**src/hw/rtl/ecsg_pkg.sv**
```systemverilog
package ecsg_pkg;

    localparam int FIELD_BITS = 31;
    localparam int CNT_W = $clog2(FIELD_BITS);
    localparam int EXP_BITS = 32;

    localparam logic [1:0] CFG_CURVE_A = 2'd0;
    localparam logic [1:0] CFG_CURVE_P = 2'd1;
    localparam logic [1:0] CFG_GROUP_Q = 2'd2;

    localparam logic [FIELD_BITS-1:0] RST_CURVE_A = FIELD_BITS'(1);
    localparam logic [FIELD_BITS-1:0] RST_CURVE_P = FIELD_BITS'(11);
    localparam logic [FIELD_BITS-1:0] RST_GROUP_Q = FIELD_BITS'(13);
    localparam logic [FIELD_BITS-1:0] MIN_P = FIELD_BITS'(3);
    localparam logic [FIELD_BITS-1:0] MIN_Q = FIELD_BITS'(2);

    typedef enum logic [4:0] {
        OP_NONE, OP_LOAD, OP_RED_A, OP_RED_X, OP_RED_Y, OP_SET_INF,
        OP_DBL_SQ, OP_DBL_3, OP_DBL_NUM, OP_DBL_2Y, OP_INV_INIT, OP_INV_DIV,
        OP_INV_END, OP_SLOPE, OP_FS_SQ, OP_FS_X, OP_FS_DX, OP_FS_MUL, OP_FS_Y,
        OP_ADD_BASE, OP_ADD_NUM, OP_BIT_NEXT, OP_R_RED, OP_H_MUL, OP_H_SQ,
        OP_K_RED, OP_MR, OP_SUM, OP_S_MUL, OP_OUT
    } dp_op_t;

    typedef enum logic [4:0] {
        ST_IDLE, ST_RED_A, ST_RED_X, ST_RED_Y, ST_DBL_CHK, ST_DBL_SQ, ST_DBL_3,
        ST_DBL_NUM, ST_DBL_2Y, ST_INV_INIT, ST_INV_CHK, ST_INV_DIV, ST_INV_END,
        ST_SLOPE, ST_FS_SQ, ST_FS_X, ST_FS_DX, ST_FS_MUL, ST_FS_Y, ST_ADD_CHK,
        ST_ADD_NUM, ST_BIT_NEXT, ST_R_RED, ST_H_CHK, ST_H_MUL, ST_H_SQ,
        ST_K_RED, ST_MR, ST_SUM, ST_S_MUL, ST_DONE
    } ctrl_state_t;

    typedef struct packed {
        dp_op_t op;
        logic   start;
        logic   capture;
        logic   use_q;
        logic   x2_base;
    } dp_cmd_t;

    typedef struct packed {
        logic alu_done;
        logic acc_inf;
        logic ay_zero;
        logic eq_x;
        logic eq_y;
        logic r1_zero;
        logic e_zero;
        logic e_lsb;
        logic kbit;
        logic idx_zero;
    } dp_status_t;

    typedef struct packed {
        logic                  start;
        logic                  div_mode;
        logic [FIELD_BITS-1:0] n;
        logic [FIELD_BITS-1:0] d;
        logic [FIELD_BITS-1:0] tx;
        logic [FIELD_BITS-1:0] m;
    } alu_req_t;

    typedef struct packed {
        logic                  done;
        logic [FIELD_BITS-1:0] rem;
        logic [FIELD_BITS-1:0] tacc;
    } alu_rsp_t;

endpackage

```
**src/hw/rtl/ecsg_alu.sv**
```systemverilog
module ecsg_alu import ecsg_pkg::*; (
    input  logic     aclk,
    input  logic     aresetn,
    input  alu_req_t req,
    output alu_rsp_t rsp
);

    localparam int W = FIELD_BITS;

    logic             busy_reg, busy_next;
    logic             done_reg, done_next;
    logic [CNT_W-1:0] cnt_reg, cnt_next;
    logic             div_reg, div_next;
    logic [W-1:0]     n_reg, n_next;
    logic [W-1:0]     d_reg, d_next;
    logic [W-1:0]     tx_reg, tx_next;
    logic [W-1:0]     m_reg, m_next;
    logic [W-1:0]     rem_reg, rem_next;
    logic [W-1:0]     tacc_reg, tacc_next;

    logic [W:0] rem_sh, rem_sub, t2, t2r, ta, tr;
    logic       ge, qbit;

    always_comb begin
        rem_sh = {rem_reg, n_reg[W-1]};
        ge = rem_sh >= {1'b0, d_reg};
        rem_sub = rem_sh - {1'b0, d_reg};
        qbit = div_reg ? ge : n_reg[W-1];
        t2 = {tacc_reg, 1'b0};
        t2r = (t2 >= {1'b0, m_reg}) ? t2 - {1'b0, m_reg} : t2;
        ta = t2r + (qbit ? {1'b0, tx_reg} : '0);
        tr = (ta >= {1'b0, m_reg}) ? ta - {1'b0, m_reg} : ta;

        busy_next = busy_reg;
        done_next = 1'b0;
        cnt_next = cnt_reg;
        div_next = div_reg;
        n_next = n_reg;
        d_next = d_reg;
        tx_next = tx_reg;
        m_next = m_reg;
        rem_next = rem_reg;
        tacc_next = tacc_reg;
        if (req.start && !busy_reg) begin
            busy_next = 1'b1;
            cnt_next = CNT_W'(W - 1);
            div_next = req.div_mode;
            n_next = req.n;
            d_next = req.d;
            tx_next = req.tx;
            m_next = req.m;
            rem_next = '0;
            tacc_next = '0;
        end else if (busy_reg) begin
            n_next = {n_reg[W-2:0], 1'b0};
            rem_next = ge ? rem_sub[W-1:0] : rem_sh[W-1:0];
            tacc_next = tr[W-1:0];
            cnt_next = cnt_reg - CNT_W'(1);
            if (cnt_reg == '0) begin
                busy_next = 1'b0;
                done_next = 1'b1;
            end
        end
    end

    always_ff @(posedge aclk) begin
        if (!aresetn) begin
            busy_reg <= 1'b0;
            done_reg <= 1'b0;
        end else begin
            busy_reg <= busy_next;
            done_reg <= done_next;
        end
        cnt_reg <= cnt_next;
        div_reg <= div_next;
        n_reg <= n_next;
        d_reg <= d_next;
        tx_reg <= tx_next;
        m_reg <= m_next;
        rem_reg <= rem_next;
        tacc_reg <= tacc_next;
    end

    assign rsp.done = done_reg;
    assign rsp.rem = rem_reg;
    assign rsp.tacc = tacc_reg;

endmodule

```
**src/hw/rtl/ecsg_datapath.sv**
```systemverilog
module ecsg_datapath import ecsg_pkg::*; (
    input  logic                  aclk,
    input  logic                  aresetn,
    input  dp_cmd_t               cmd,
    output dp_status_t            status,
    input  logic [FIELD_BITS-1:0] curve_a,
    input  logic [FIELD_BITS-1:0] curve_p,
    input  logic [FIELD_BITS-1:0] group_order_q,
    input  logic [FIELD_BITS-1:0] base_x,
    input  logic [FIELD_BITS-1:0] base_y,
    input  logic [FIELD_BITS-1:0] message,
    input  logic [EXP_BITS-1:0]   hash_exponent,
    input  logic [FIELD_BITS-1:0] nonce,
    output logic [FIELD_BITS-1:0] sig_r,
    output logic [FIELD_BITS-1:0] sig_s,
    output logic                  error
);

    localparam int W = FIELD_BITS;

    function automatic logic [W-1:0] msub(logic [W-1:0] x, logic [W-1:0] y,
                                          logic [W-1:0] m);
        logic [W:0] d;
        d = {1'b0, x} - {1'b0, y};
        if (d[W]) begin
            d = d + {1'b0, m};
        end
        return d[W-1:0];
    endfunction

    function automatic logic [W-1:0] madd(logic [W-1:0] x, logic [W-1:0] y,
                                          logic [W-1:0] m);
        logic [W:0] s;
        s = {1'b0, x} + {1'b0, y};
        if (s >= {1'b0, m}) begin
            s = s - {1'b0, m};
        end
        return s[W-1:0];
    endfunction

    logic [W-1:0] p_reg, q_reg, a_reg, bx_reg, by_reg, ax_reg, ay_reg;
    logic [W-1:0] msg_reg, k_reg, num_reg, tmp_reg, nx_reg, lam_reg, inv_v_reg;
    logic [W-1:0] r0_reg, r1_reg, t0_reg, t1_reg, inv_res_reg, h_reg, b2_reg;
    logic [W-1:0] r_reg, sig_r_reg, sig_s_reg;
    logic [EXP_BITS-1:0] e_reg;
    logic [CNT_W-1:0] idx_reg;
    logic inf_reg, inv_ok_reg, error_reg;

    logic [W-1:0] p_sat, q_sat, mod_inv, x2;
    alu_req_t alu_req;
    alu_rsp_t alu_rsp;

    ecsg_alu u_alu (
        .aclk    (aclk),
        .aresetn (aresetn),
        .req     (alu_req),
        .rsp     (alu_rsp)
    );

    assign p_sat = (curve_p < MIN_P) ? MIN_P : curve_p;
    assign q_sat = (group_order_q < MIN_Q) ? MIN_Q : group_order_q;
    assign mod_inv = cmd.use_q ? q_reg : p_reg;
    assign x2 = cmd.x2_base ? bx_reg : ax_reg;

    always_comb begin
        alu_req.start = cmd.start;
        alu_req.div_mode = 1'b0;
        alu_req.n = '0;
        alu_req.d = r1_reg;
        alu_req.tx = W'(1);
        alu_req.m = p_reg;
        case (cmd.op)
            OP_RED_A: alu_req.n = curve_a;
            OP_RED_X: alu_req.n = bx_reg;
            OP_RED_Y: alu_req.n = by_reg;
            OP_DBL_SQ: begin
                alu_req.tx = ax_reg;
                alu_req.n = ax_reg;
            end
            OP_DBL_3: begin
                alu_req.tx = tmp_reg;
                alu_req.n = W'(3);
            end
            OP_DBL_2Y: begin
                alu_req.tx = ay_reg;
                alu_req.n = W'(2);
            end
            OP_INV_DIV: begin
                alu_req.div_mode = 1'b1;
                alu_req.n = r0_reg;
                alu_req.tx = t1_reg;
                alu_req.m = mod_inv;
            end
            OP_SLOPE: begin
                alu_req.tx = num_reg;
                alu_req.n = inv_res_reg;
            end
            OP_FS_SQ: begin
                alu_req.tx = lam_reg;
                alu_req.n = lam_reg;
            end
            OP_FS_MUL: begin
                alu_req.tx = lam_reg;
                alu_req.n = tmp_reg;
            end
            OP_R_RED: begin
                alu_req.n = inf_reg ? '0 : ax_reg;
                alu_req.m = q_reg;
            end
            OP_H_MUL: begin
                alu_req.tx = h_reg;
                alu_req.n = b2_reg;
                alu_req.m = q_reg;
            end
            OP_H_SQ: begin
                alu_req.tx = b2_reg;
                alu_req.n = b2_reg;
                alu_req.m = q_reg;
            end
            OP_K_RED: begin
                alu_req.n = k_reg;
                alu_req.m = q_reg;
            end
            OP_MR: begin
                alu_req.tx = r_reg;
                alu_req.n = msg_reg;
                alu_req.m = q_reg;
            end
            OP_S_MUL: begin
                alu_req.tx = tmp_reg;
                alu_req.n = inv_res_reg;
                alu_req.m = q_reg;
            end
            default: alu_req.n = '0;
        endcase
    end

    always_ff @(posedge aclk) begin
        case (cmd.op)
            OP_LOAD: begin
                p_reg <= p_sat;
                q_reg <= q_sat;
                bx_reg <= base_x;
                by_reg <= base_y;
                msg_reg <= message;
                e_reg <= hash_exponent;
                k_reg <= nonce;
                inf_reg <= 1'b1;
                idx_reg <= CNT_W'(W - 1);
                h_reg <= W'(1);
                b2_reg <= (q_sat == MIN_Q) ? '0 : W'(2);
            end
            OP_RED_A: if (cmd.capture) a_reg <= alu_rsp.tacc;
            OP_RED_X: if (cmd.capture) bx_reg <= alu_rsp.tacc;
            OP_RED_Y: if (cmd.capture) by_reg <= alu_rsp.tacc;
            OP_SET_INF: inf_reg <= 1'b1;
            OP_DBL_SQ, OP_DBL_3, OP_FS_SQ, OP_FS_MUL, OP_MR, OP_S_MUL: begin
                if (cmd.capture) tmp_reg <= alu_rsp.tacc;
            end
            OP_DBL_NUM: num_reg <= madd(tmp_reg, a_reg, p_reg);
            OP_DBL_2Y, OP_K_RED: if (cmd.capture) inv_v_reg <= alu_rsp.tacc;
            OP_INV_INIT: begin
                r0_reg <= mod_inv;
                r1_reg <= inv_v_reg;
                t0_reg <= '0;
                t1_reg <= W'(1);
            end
            OP_INV_DIV: begin
                if (cmd.capture) begin
                    r0_reg <= r1_reg;
                    r1_reg <= alu_rsp.rem;
                    t0_reg <= t1_reg;
                    t1_reg <= msub(t0_reg, alu_rsp.tacc, mod_inv);
                end
            end
            OP_INV_END: begin
                inv_ok_reg <= (r0_reg == W'(1));
                inv_res_reg <= (r0_reg == W'(1)) ? t0_reg : '0;
            end
            OP_SLOPE: if (cmd.capture) lam_reg <= alu_rsp.tacc;
            OP_FS_X: nx_reg <= msub(msub(tmp_reg, ax_reg, p_reg), x2, p_reg);
            OP_FS_DX: tmp_reg <= msub(ax_reg, nx_reg, p_reg);
            OP_FS_Y: begin
                ay_reg <= msub(tmp_reg, ay_reg, p_reg);
                ax_reg <= nx_reg;
                inf_reg <= 1'b0;
            end
            OP_ADD_BASE: begin
                ax_reg <= bx_reg;
                ay_reg <= by_reg;
                inf_reg <= 1'b0;
            end
            OP_ADD_NUM: begin
                num_reg <= msub(by_reg, ay_reg, p_reg);
                inv_v_reg <= msub(bx_reg, ax_reg, p_reg);
            end
            OP_BIT_NEXT: idx_reg <= idx_reg - CNT_W'(1);
            OP_R_RED: if (cmd.capture) r_reg <= alu_rsp.tacc;
            OP_H_MUL: if (cmd.capture) h_reg <= alu_rsp.tacc;
            OP_H_SQ: begin
                if (cmd.capture) begin
                    b2_reg <= alu_rsp.tacc;
                    e_reg <= {1'b0, e_reg[EXP_BITS-1:1]};
                end
            end
            OP_SUM: tmp_reg <= madd(h_reg, tmp_reg, q_reg);
            OP_OUT: begin
                sig_r_reg <= r_reg;
                sig_s_reg <= tmp_reg;
                error_reg <= !inv_ok_reg;
            end
            default: inf_reg <= inf_reg;
        endcase
    end

    assign status.alu_done = alu_rsp.done;
    assign status.acc_inf = inf_reg;
    assign status.ay_zero = (ay_reg == '0);
    assign status.eq_x = (ax_reg == bx_reg);
    assign status.eq_y = (ay_reg == by_reg);
    assign status.r1_zero = (r1_reg == '0);
    assign status.e_zero = (e_reg == '0);
    assign status.e_lsb = e_reg[0];
    assign status.kbit = k_reg[idx_reg];
    assign status.idx_zero = (idx_reg == '0);

    assign sig_r = sig_r_reg;
    assign sig_s = sig_s_reg;
    assign error = error_reg;

endmodule

```
**src/hw/rtl/ecsg_ctrl.sv**
```systemverilog
module ecsg_ctrl import ecsg_pkg::*; (
    input  logic       aclk,
    input  logic       aresetn,
    input  logic       s_tvalid,
    output logic       s_tready,
    output logic       m_tvalid,
    input  logic       m_tready,
    input  dp_status_t status,
    output dp_cmd_t    cmd
);

    ctrl_state_t state_reg, state_next, alu_adv;
    logic busy_reg, busy_next;
    logic phase_reg, phase_next;
    logic use_q_reg, use_q_next;
    logic x2_base_reg, x2_base_next;
    logic m_tvalid_reg, m_tvalid_next;
    logic alu_step;

    always_ff @(posedge aclk) begin
        if (!aresetn) begin
            state_reg <= ST_IDLE;
            busy_reg <= 1'b0;
            phase_reg <= 1'b0;
            use_q_reg <= 1'b0;
            x2_base_reg <= 1'b0;
            m_tvalid_reg <= 1'b0;
        end else begin
            state_reg <= state_next;
            busy_reg <= busy_next;
            phase_reg <= phase_next;
            use_q_reg <= use_q_next;
            x2_base_reg <= x2_base_next;
            m_tvalid_reg <= m_tvalid_next;
        end
    end

    always_comb begin
        state_next = state_reg;
        busy_next = busy_reg;
        phase_next = phase_reg;
        use_q_next = use_q_reg;
        x2_base_next = x2_base_reg;
        m_tvalid_next = m_tvalid_reg && !m_tready;
        alu_step = 1'b0;
        alu_adv = state_reg;
        s_tready = 1'b0;
        cmd.op = OP_NONE;
        cmd.start = 1'b0;
        cmd.capture = 1'b0;
        cmd.use_q = use_q_reg;
        cmd.x2_base = x2_base_reg;

        case (state_reg)
            ST_IDLE: begin
                s_tready = 1'b1;
                if (s_tvalid) begin
                    cmd.op = OP_LOAD;
                    phase_next = 1'b0;
                    use_q_next = 1'b0;
                    x2_base_next = 1'b0;
                    state_next = ST_RED_A;
                end
            end
            ST_RED_A: begin
                cmd.op = OP_RED_A;
                alu_step = 1'b1;
                alu_adv = ST_RED_X;
            end
            ST_RED_X: begin
                cmd.op = OP_RED_X;
                alu_step = 1'b1;
                alu_adv = ST_RED_Y;
            end
            ST_RED_Y: begin
                cmd.op = OP_RED_Y;
                alu_step = 1'b1;
                alu_adv = ST_DBL_CHK;
            end
            ST_DBL_CHK: begin
                x2_base_next = 1'b0;
                if (status.acc_inf || status.ay_zero) begin
                    cmd.op = OP_SET_INF;
                    if (!phase_reg && status.kbit) begin
                        phase_next = 1'b1;
                        state_next = ST_ADD_CHK;
                    end else begin
                        state_next = ST_BIT_NEXT;
                    end
                end else begin
                    state_next = ST_DBL_SQ;
                end
            end
            ST_DBL_SQ: begin
                cmd.op = OP_DBL_SQ;
                alu_step = 1'b1;
                alu_adv = ST_DBL_3;
            end
            ST_DBL_3: begin
                cmd.op = OP_DBL_3;
                alu_step = 1'b1;
                alu_adv = ST_DBL_NUM;
            end
            ST_DBL_NUM: begin
                cmd.op = OP_DBL_NUM;
                state_next = ST_DBL_2Y;
            end
            ST_DBL_2Y: begin
                cmd.op = OP_DBL_2Y;
                alu_step = 1'b1;
                alu_adv = ST_INV_INIT;
            end
            ST_INV_INIT: begin
                cmd.op = OP_INV_INIT;
                state_next = ST_INV_CHK;
            end
            ST_INV_CHK: begin
                state_next = status.r1_zero ? ST_INV_END : ST_INV_DIV;
            end
            ST_INV_DIV: begin
                cmd.op = OP_INV_DIV;
                alu_step = 1'b1;
                alu_adv = ST_INV_CHK;
            end
            ST_INV_END: begin
                cmd.op = OP_INV_END;
                state_next = use_q_reg ? ST_MR : ST_SLOPE;
            end
            ST_SLOPE: begin
                cmd.op = OP_SLOPE;
                alu_step = 1'b1;
                alu_adv = ST_FS_SQ;
            end
            ST_FS_SQ: begin
                cmd.op = OP_FS_SQ;
                alu_step = 1'b1;
                alu_adv = ST_FS_X;
            end
            ST_FS_X: begin
                cmd.op = OP_FS_X;
                state_next = ST_FS_DX;
            end
            ST_FS_DX: begin
                cmd.op = OP_FS_DX;
                state_next = ST_FS_MUL;
            end
            ST_FS_MUL: begin
                cmd.op = OP_FS_MUL;
                alu_step = 1'b1;
                alu_adv = ST_FS_Y;
            end
            ST_FS_Y: begin
                cmd.op = OP_FS_Y;
                if (!phase_reg && status.kbit) begin
                    phase_next = 1'b1;
                    state_next = ST_ADD_CHK;
                end else begin
                    state_next = ST_BIT_NEXT;
                end
            end
            ST_ADD_CHK: begin
                if (status.acc_inf) begin
                    cmd.op = OP_ADD_BASE;
                    state_next = ST_BIT_NEXT;
                end else if (status.eq_x && status.eq_y) begin
                    state_next = ST_DBL_CHK;
                end else if (status.eq_x) begin
                    cmd.op = OP_SET_INF;
                    state_next = ST_BIT_NEXT;
                end else begin
                    state_next = ST_ADD_NUM;
                end
            end
            ST_ADD_NUM: begin
                cmd.op = OP_ADD_NUM;
                x2_base_next = 1'b1;
                state_next = ST_INV_INIT;
            end
            ST_BIT_NEXT: begin
                if (status.idx_zero) begin
                    state_next = ST_R_RED;
                end else begin
                    cmd.op = OP_BIT_NEXT;
                    phase_next = 1'b0;
                    state_next = ST_DBL_CHK;
                end
            end
            ST_R_RED: begin
                cmd.op = OP_R_RED;
                alu_step = 1'b1;
                alu_adv = ST_H_CHK;
            end
            ST_H_CHK: begin
                if (status.e_zero) begin
                    state_next = ST_K_RED;
                end else if (status.e_lsb) begin
                    state_next = ST_H_MUL;
                end else begin
                    state_next = ST_H_SQ;
                end
            end
            ST_H_MUL: begin
                cmd.op = OP_H_MUL;
                alu_step = 1'b1;
                alu_adv = ST_H_SQ;
            end
            ST_H_SQ: begin
                cmd.op = OP_H_SQ;
                alu_step = 1'b1;
                alu_adv = ST_H_CHK;
            end
            ST_K_RED: begin
                cmd.op = OP_K_RED;
                cmd.use_q = 1'b1;
                use_q_next = 1'b1;
                alu_step = 1'b1;
                alu_adv = ST_INV_INIT;
            end
            ST_MR: begin
                cmd.op = OP_MR;
                alu_step = 1'b1;
                alu_adv = ST_SUM;
            end
            ST_SUM: begin
                cmd.op = OP_SUM;
                state_next = ST_S_MUL;
            end
            ST_S_MUL: begin
                cmd.op = OP_S_MUL;
                alu_step = 1'b1;
                alu_adv = ST_DONE;
            end
            ST_DONE: begin
                if (!m_tvalid_reg || m_tready) begin
                    cmd.op = OP_OUT;
                    m_tvalid_next = 1'b1;
                    state_next = ST_IDLE;
                end
            end
            default: state_next = ST_IDLE;
        endcase

        if (alu_step) begin
            cmd.start = !busy_reg;
            if (!busy_reg) begin
                busy_next = 1'b1;
            end else if (status.alu_done) begin
                cmd.capture = 1'b1;
                busy_next = 1'b0;
                state_next = alu_adv;
            end
        end
    end

    assign m_tvalid = m_tvalid_reg;

endmodule

```
**src/hw/rtl/ecdsa_sign_small_prime_curve.sv**
```systemverilog
// Signs one request per transfer on a short Weierstrass curve over GF(p): it forms kA by
// left-to-right double-and-add over all 31 nonce bits, then r = x(kA) mod q and
// s = k^-1 * (2^e mod q + m*r) mod q, flagging error (with s = 0) when k has no
// inverse mod q. One request is in flight at a time; the finished result sits in an
// output register so the next request can be taken while it waits. Every modular
// multiply, reduction and extended-Euclid step runs through one shared bit-serial
// unit; additions and subtractions mod p or q are done directly in the datapath.
// A modular inverse is a run of such Euclid steps, and 31-bit moduli need at most 44.
module ecdsa_sign_small_prime_curve import ecsg_pkg::*; (
    input  logic         aclk,
    input  logic         aresetn,
    input  logic         s_tvalid,
    output logic         s_tready,
    // base_x[30:0], base_y[61:31], message[92:62], hash_exponent[124:93],
    // nonce[155:125], zero fill
    input  logic [159:0] s_tdata,
    output logic         m_tvalid,
    input  logic         m_tready,
    // sig_r[30:0], sig_s[61:31], zero fill
    output logic [63:0]  m_tdata,
    // error[0]
    output logic [0:0]   m_tuser,
    input  logic         cfg_valid,
    output logic         cfg_ready,
    input  logic [1:0]   cfg_index,
    input  logic [FIELD_BITS-1:0] cfg_data
);

    localparam int W = FIELD_BITS;

    logic [W-1:0] curve_a_reg, curve_p_reg, group_q_reg;
    logic [W-1:0] sig_r, sig_s;
    logic         error;
    dp_cmd_t      cmd;
    dp_status_t   status;

    always_ff @(posedge aclk) begin
        if (!aresetn) begin
            curve_a_reg <= RST_CURVE_A;
            curve_p_reg <= RST_CURVE_P;
            group_q_reg <= RST_GROUP_Q;
        end else if (cfg_valid) begin
            case (cfg_index)
                CFG_CURVE_A: curve_a_reg <= cfg_data;
                CFG_CURVE_P: curve_p_reg <= cfg_data;
                CFG_GROUP_Q: group_q_reg <= cfg_data;
                default: curve_a_reg <= curve_a_reg;
            endcase
        end
    end

    assign cfg_ready = 1'b1;

    ecsg_ctrl u_ctrl (
        .aclk     (aclk),
        .aresetn  (aresetn),
        .s_tvalid (s_tvalid),
        .s_tready (s_tready),
        .m_tvalid (m_tvalid),
        .m_tready (m_tready),
        .status   (status),
        .cmd      (cmd)
    );

    ecsg_datapath u_dp (
        .aclk          (aclk),
        .aresetn       (aresetn),
        .cmd           (cmd),
        .status        (status),
        .curve_a       (curve_a_reg),
        .curve_p       (curve_p_reg),
        .group_order_q (group_q_reg),
        .base_x        (s_tdata[30:0]),
        .base_y        (s_tdata[61:31]),
        .message       (s_tdata[92:62]),
        .hash_exponent (s_tdata[124:93]),
        .nonce         (s_tdata[155:125]),
        .sig_r         (sig_r),
        .sig_s         (sig_s),
        .error         (error)
    );

    assign m_tdata = {2'b00, sig_s, sig_r};
    assign m_tuser = error;

endmodule

```
**config.mk**
```make
export PLATFORM = sky130hd
export DESIGN_NAME = ecdsa_sign_small_prime_curve
export DESIGN_NICKNAME = d
export VERILOG_FILES = /design/src/hw/rtl/ecsg_pkg.sv /design/src/hw/rtl/ecsg_alu.sv /design/src/hw/rtl/ecsg_datapath.sv /design/src/hw/rtl/ecsg_ctrl.sv /design/src/hw/rtl/ecdsa_sign_small_prime_curve.sv
export SDC_FILE = /design/constraint.sdc
export NUM_CORES = 2
export LEC_CHECK = 0
export BUFFER_PORTS_ARGS = -buffer_cell sky130_fd_sc_hd__buf_2
export CORE_MARGIN = 2
export CORE_UTILIZATION = 30
export CTS_CLUSTER_DIAMETER = 120
export CTS_CLUSTER_SIZE = 16
export DETAILED_ROUTE_END_ITERATION = 10
export PLACE_DENSITY = 0.48
export SYNTH_ARGS = -nofsm -noshare
export SYNTH_HDL_FRONTEND = slang
export SYNTH_SLANG_ARGS = --single-unit
```
**constraint.sdc**
```tcl
create_clock -name aclk -period 20.6 [get_ports aclk]
set_input_delay 6.18 -clock aclk [delete_from_list [all_inputs] [get_ports aclk]]
set_output_delay 6.18 -clock aclk [all_outputs]
set_load 0.02 [all_outputs]
```
==> flow_metrics.tcl <==
set metrics [dict create \
    ys_seq_elements 1081 \
    syn_to_final_growth_pct 11.3 \
    grt_antenna_before_repair 84 \
    cts.reportedPaths.clkPinSlew_ns 0.08 \
    p_int_uw 4740 \
    rsz0062_at_grt "no" \
    fill_cells 27800 \
    drv_cap 2 \
    dr.pass1.iters 10 \
    setup_viol 0 \
    slowest_delay_ns 0.82 \
    final_antenna_net_count 0 \
    final.setup.tns_ns 0 \
    ir_worst_vdd_uv 88.4 \
    seqCellArea_um2 30800 \
    rows 190 \
    cp-start-kind "primary input" \
    p_leak_uw 0.0354 \
    crit_chain "buf_2 -> nor2b_1 -> buf_4 -> nor3_2 -> buf_4 -> nor3_1 -> nand4_1 -> a2111o_1 -> a21oi_1 -> and2_4 -> buf_4 -> buf_4 -> a31oi_1" \
    swShare 0.429 \
    tightestPinTransition_ns 1.55 \
    synth.largest_area_cell "edfxtp_1" \
    dp_hpwl_mm 354 \
    dp_slack_ns 9.68 \
    cp-end-kind "register" \
    status "complete, but fails checks" \
    async_reset_ff_frac 0 \
    grt_start_max_net_pins 74 \
    cp.required_ns 21.07 \
    synth_edf_count 909 \
    synth_cells 8799 \
    cts_tree "yes" \
    slowest_stage "buf_4" \
    p_comb_frac 0.465 \
    crit_type "in2reg" \
    fp.coreArea_um2 268000 \
    avgSynthCellArea_um2 9.17 \
    worstHoldPathType "reg2reg" \
    cpMostUsedCell "buf_4" \
    multi_input_area_um2 47100 \
    clock.fmax_ghz 0.0987 \
    post-cts-setup-buffers 0 \
    final_nets 9896 \
    wl_per_cell_um 35.3 \
    largest_register_ffs 32 \
    cp.arrival_ns 10.60 \
    cts_max_level 3 \
    clock_sinks 1081 \
    pin_count 266 \
    pwr-share-clk 0.214 \
    synth_area_leaders "edfxtp_1 (34%), ha_1 (11%), nand2_1 (5.0%), a21oi_1 (4.5%), xnor2_1 (4.4%)" \
    dr_wl_met2_mm 181 \
    grt_pass1_wl_mm 590 \
    power_density_nw_per_um2 92.4 \
    placed_cells 12500 \
    die_x_um 523 \
    final-hold-violation-count 0 \
    vias 75900 \
    remaining_drc_errors 0 \
    port_buffers 258 \
    grt_overflow_total 0 \
    gp_congestion 1.04 \
    routed.top_layer "met5" \
    yosys.area.top_type_share 0.338 \
    layout-drive-gt1-share 0.0948 \
    dieArea_um2 273000 \
    viasPerCell 5.99 \
    dpl-instance-area_um2 87100 \
    cts_root_buf "clkbuf_16" \
    cts_buffer_depth 3 \
    p_sw_uw 3560 \
    grt_pass1_vias 69300 \
    track_usage 0.316 \
    yosysWarnings 0 \
    relSlewSlack -0.0422 \
    cts_hold_buffers 0 \
    slew_viol_final 3 \
    final_area_um2 89800 \
    synth_ff_type "edfxtp_1" \
    initial_utilization 0.301 \
    fin_skew_ns 0.0868 \
    wl_met1_mm 187 \
    post-route-min-period_ns 10.13 \
    clk_latency_ns 0.82 \
    post-route-util 0.335 \
    yosysSeqAreaShare 0.381 \
    cts_made_buffers 84 \
    setup_ws_ns 10.47 \
    dr.first_iter.drc_count 10300 \
    p_seq_frac 0.321 \
    routed_wl_mm 447 \
    wl_met3_mm 45.5 \
    synth_cell_types 96 \
    synth_area_um2 80700 \
    cts_resized 0 \
    critPathMaxFanout 72 \
    final_cells 12700 \
    die_h_um 523 \
    failed_checks "max-capacitance violations, max-slew violations" \
    period_share 0.492 \
]
per-layer routing:
layer,vias up,global-route usage
met2,4352,0.450
met1,37700,0.432
met4,14,0.200
met5,-,0
li1,33000,-
met3,752,0.0667
worst max-delay path: cells and delay by family:
family / cells / cell delay, ns
buffers and inverters: 5 / 2.03
AO/OA/AOI/OAI: 3 / 0.97
AND/OR/NAND/NOR: 5 / 1.26
power by group through the flow:
stage	clock (uW)	sequential, uW	combinational [uW]
after detailed placement	0	2700	3730
after global placement	0	2700	3700
after global routing	1870	2660	4120
after CTS	1810	2650	3750
final	1780	2660	3860
after floorplan	0	2640	2510
cells by family (layout without fill, tap and decap cells):
kind of cell / after synthesis / count (layout) / share of synthesized area
AOI/OAI and AO/OA: 2758 / 2758 / 0.222
and+or+nand+nor: 2577 / 2577 / 0.147
DFF: 1081 / 1081 / 0.381
buffers and inverters: 834 / 1093 / 0.0398
adders and majority gates: 703 / 703 / 0.111
xor gates and xnor gates: 580 / 580 / 0.0631
muxes: 264 / 264 / 0.0361
other: 2 / 52 / 0.0000930
cell usage in the layout (no fill, tap or decap), types with 125 or more instances in the layout:
cell type	count
nand2_1	1082
edfxtp_1	909
a21oi_1	731
ha_1	681
o21ai_0	575
nor2_1	513
inv_1	442
xnor2_1	402
a21o_1	275
buf_2	258
buf_4	235
xor2_1	177
dfxtp_1	163
nand3_1	157
mux2i_1	140
nor3_1	125
metrics by stage:
| stage | hold WS (ns) | total power [uW] |
|---|---|---|
| finish | 0.449 | 8300 |
| detailed placement | 0.445 | 6430 |
| CTS | 0.452 | 8210 |
| global route | 0.469 | 8650 |
| floorplan | 0.425 | 5140 |
| global placement | 0.445 | 6410 |
cells in the mapped netlist (all sizes together), types with 121 or more instances:
master	count
xor2	177
o21ai	605
a22oi	121
edfxtp	909
nor3	128
inv	449
nand3	160
a21oi	735
mux2i	141
ha	681
nor2	535
a211oi	124
dfxtp	172
clkbuf	315
xnor2	402
nand2	1083
a21o	275
worst paths after layout:
kind,endpoint,startpoint,slack [ns],cells after the start
worst min-delay path,u_dp.q_reg[2],group_q_reg[2],0.45,0
worst max-delay path,u_dp.u_alu.n_reg[8],m_tready,10.47,13
worst min register to register,u_dp.q_reg[2],group_q_reg[2],0.45,0
worst max register to register,u_dp.u_alu.tacc_reg[5],u_dp.u_alu.tacc_reg[2],10.48,34
final cells by class:
class,count,share of cell area
Antenna cell,49,0.00136
Clock buffer,130,0.0261
Clock inverter,20,0.00316
Inverter,449,0.0188
Multi-Input combinational cell,6885,0.525
Sequential cell,1081,0.342
Tap cell,3552,0.0495
Timing Repair Buffer,494,0.0341
No activity file was read; power rests on OpenSTA's default activity.
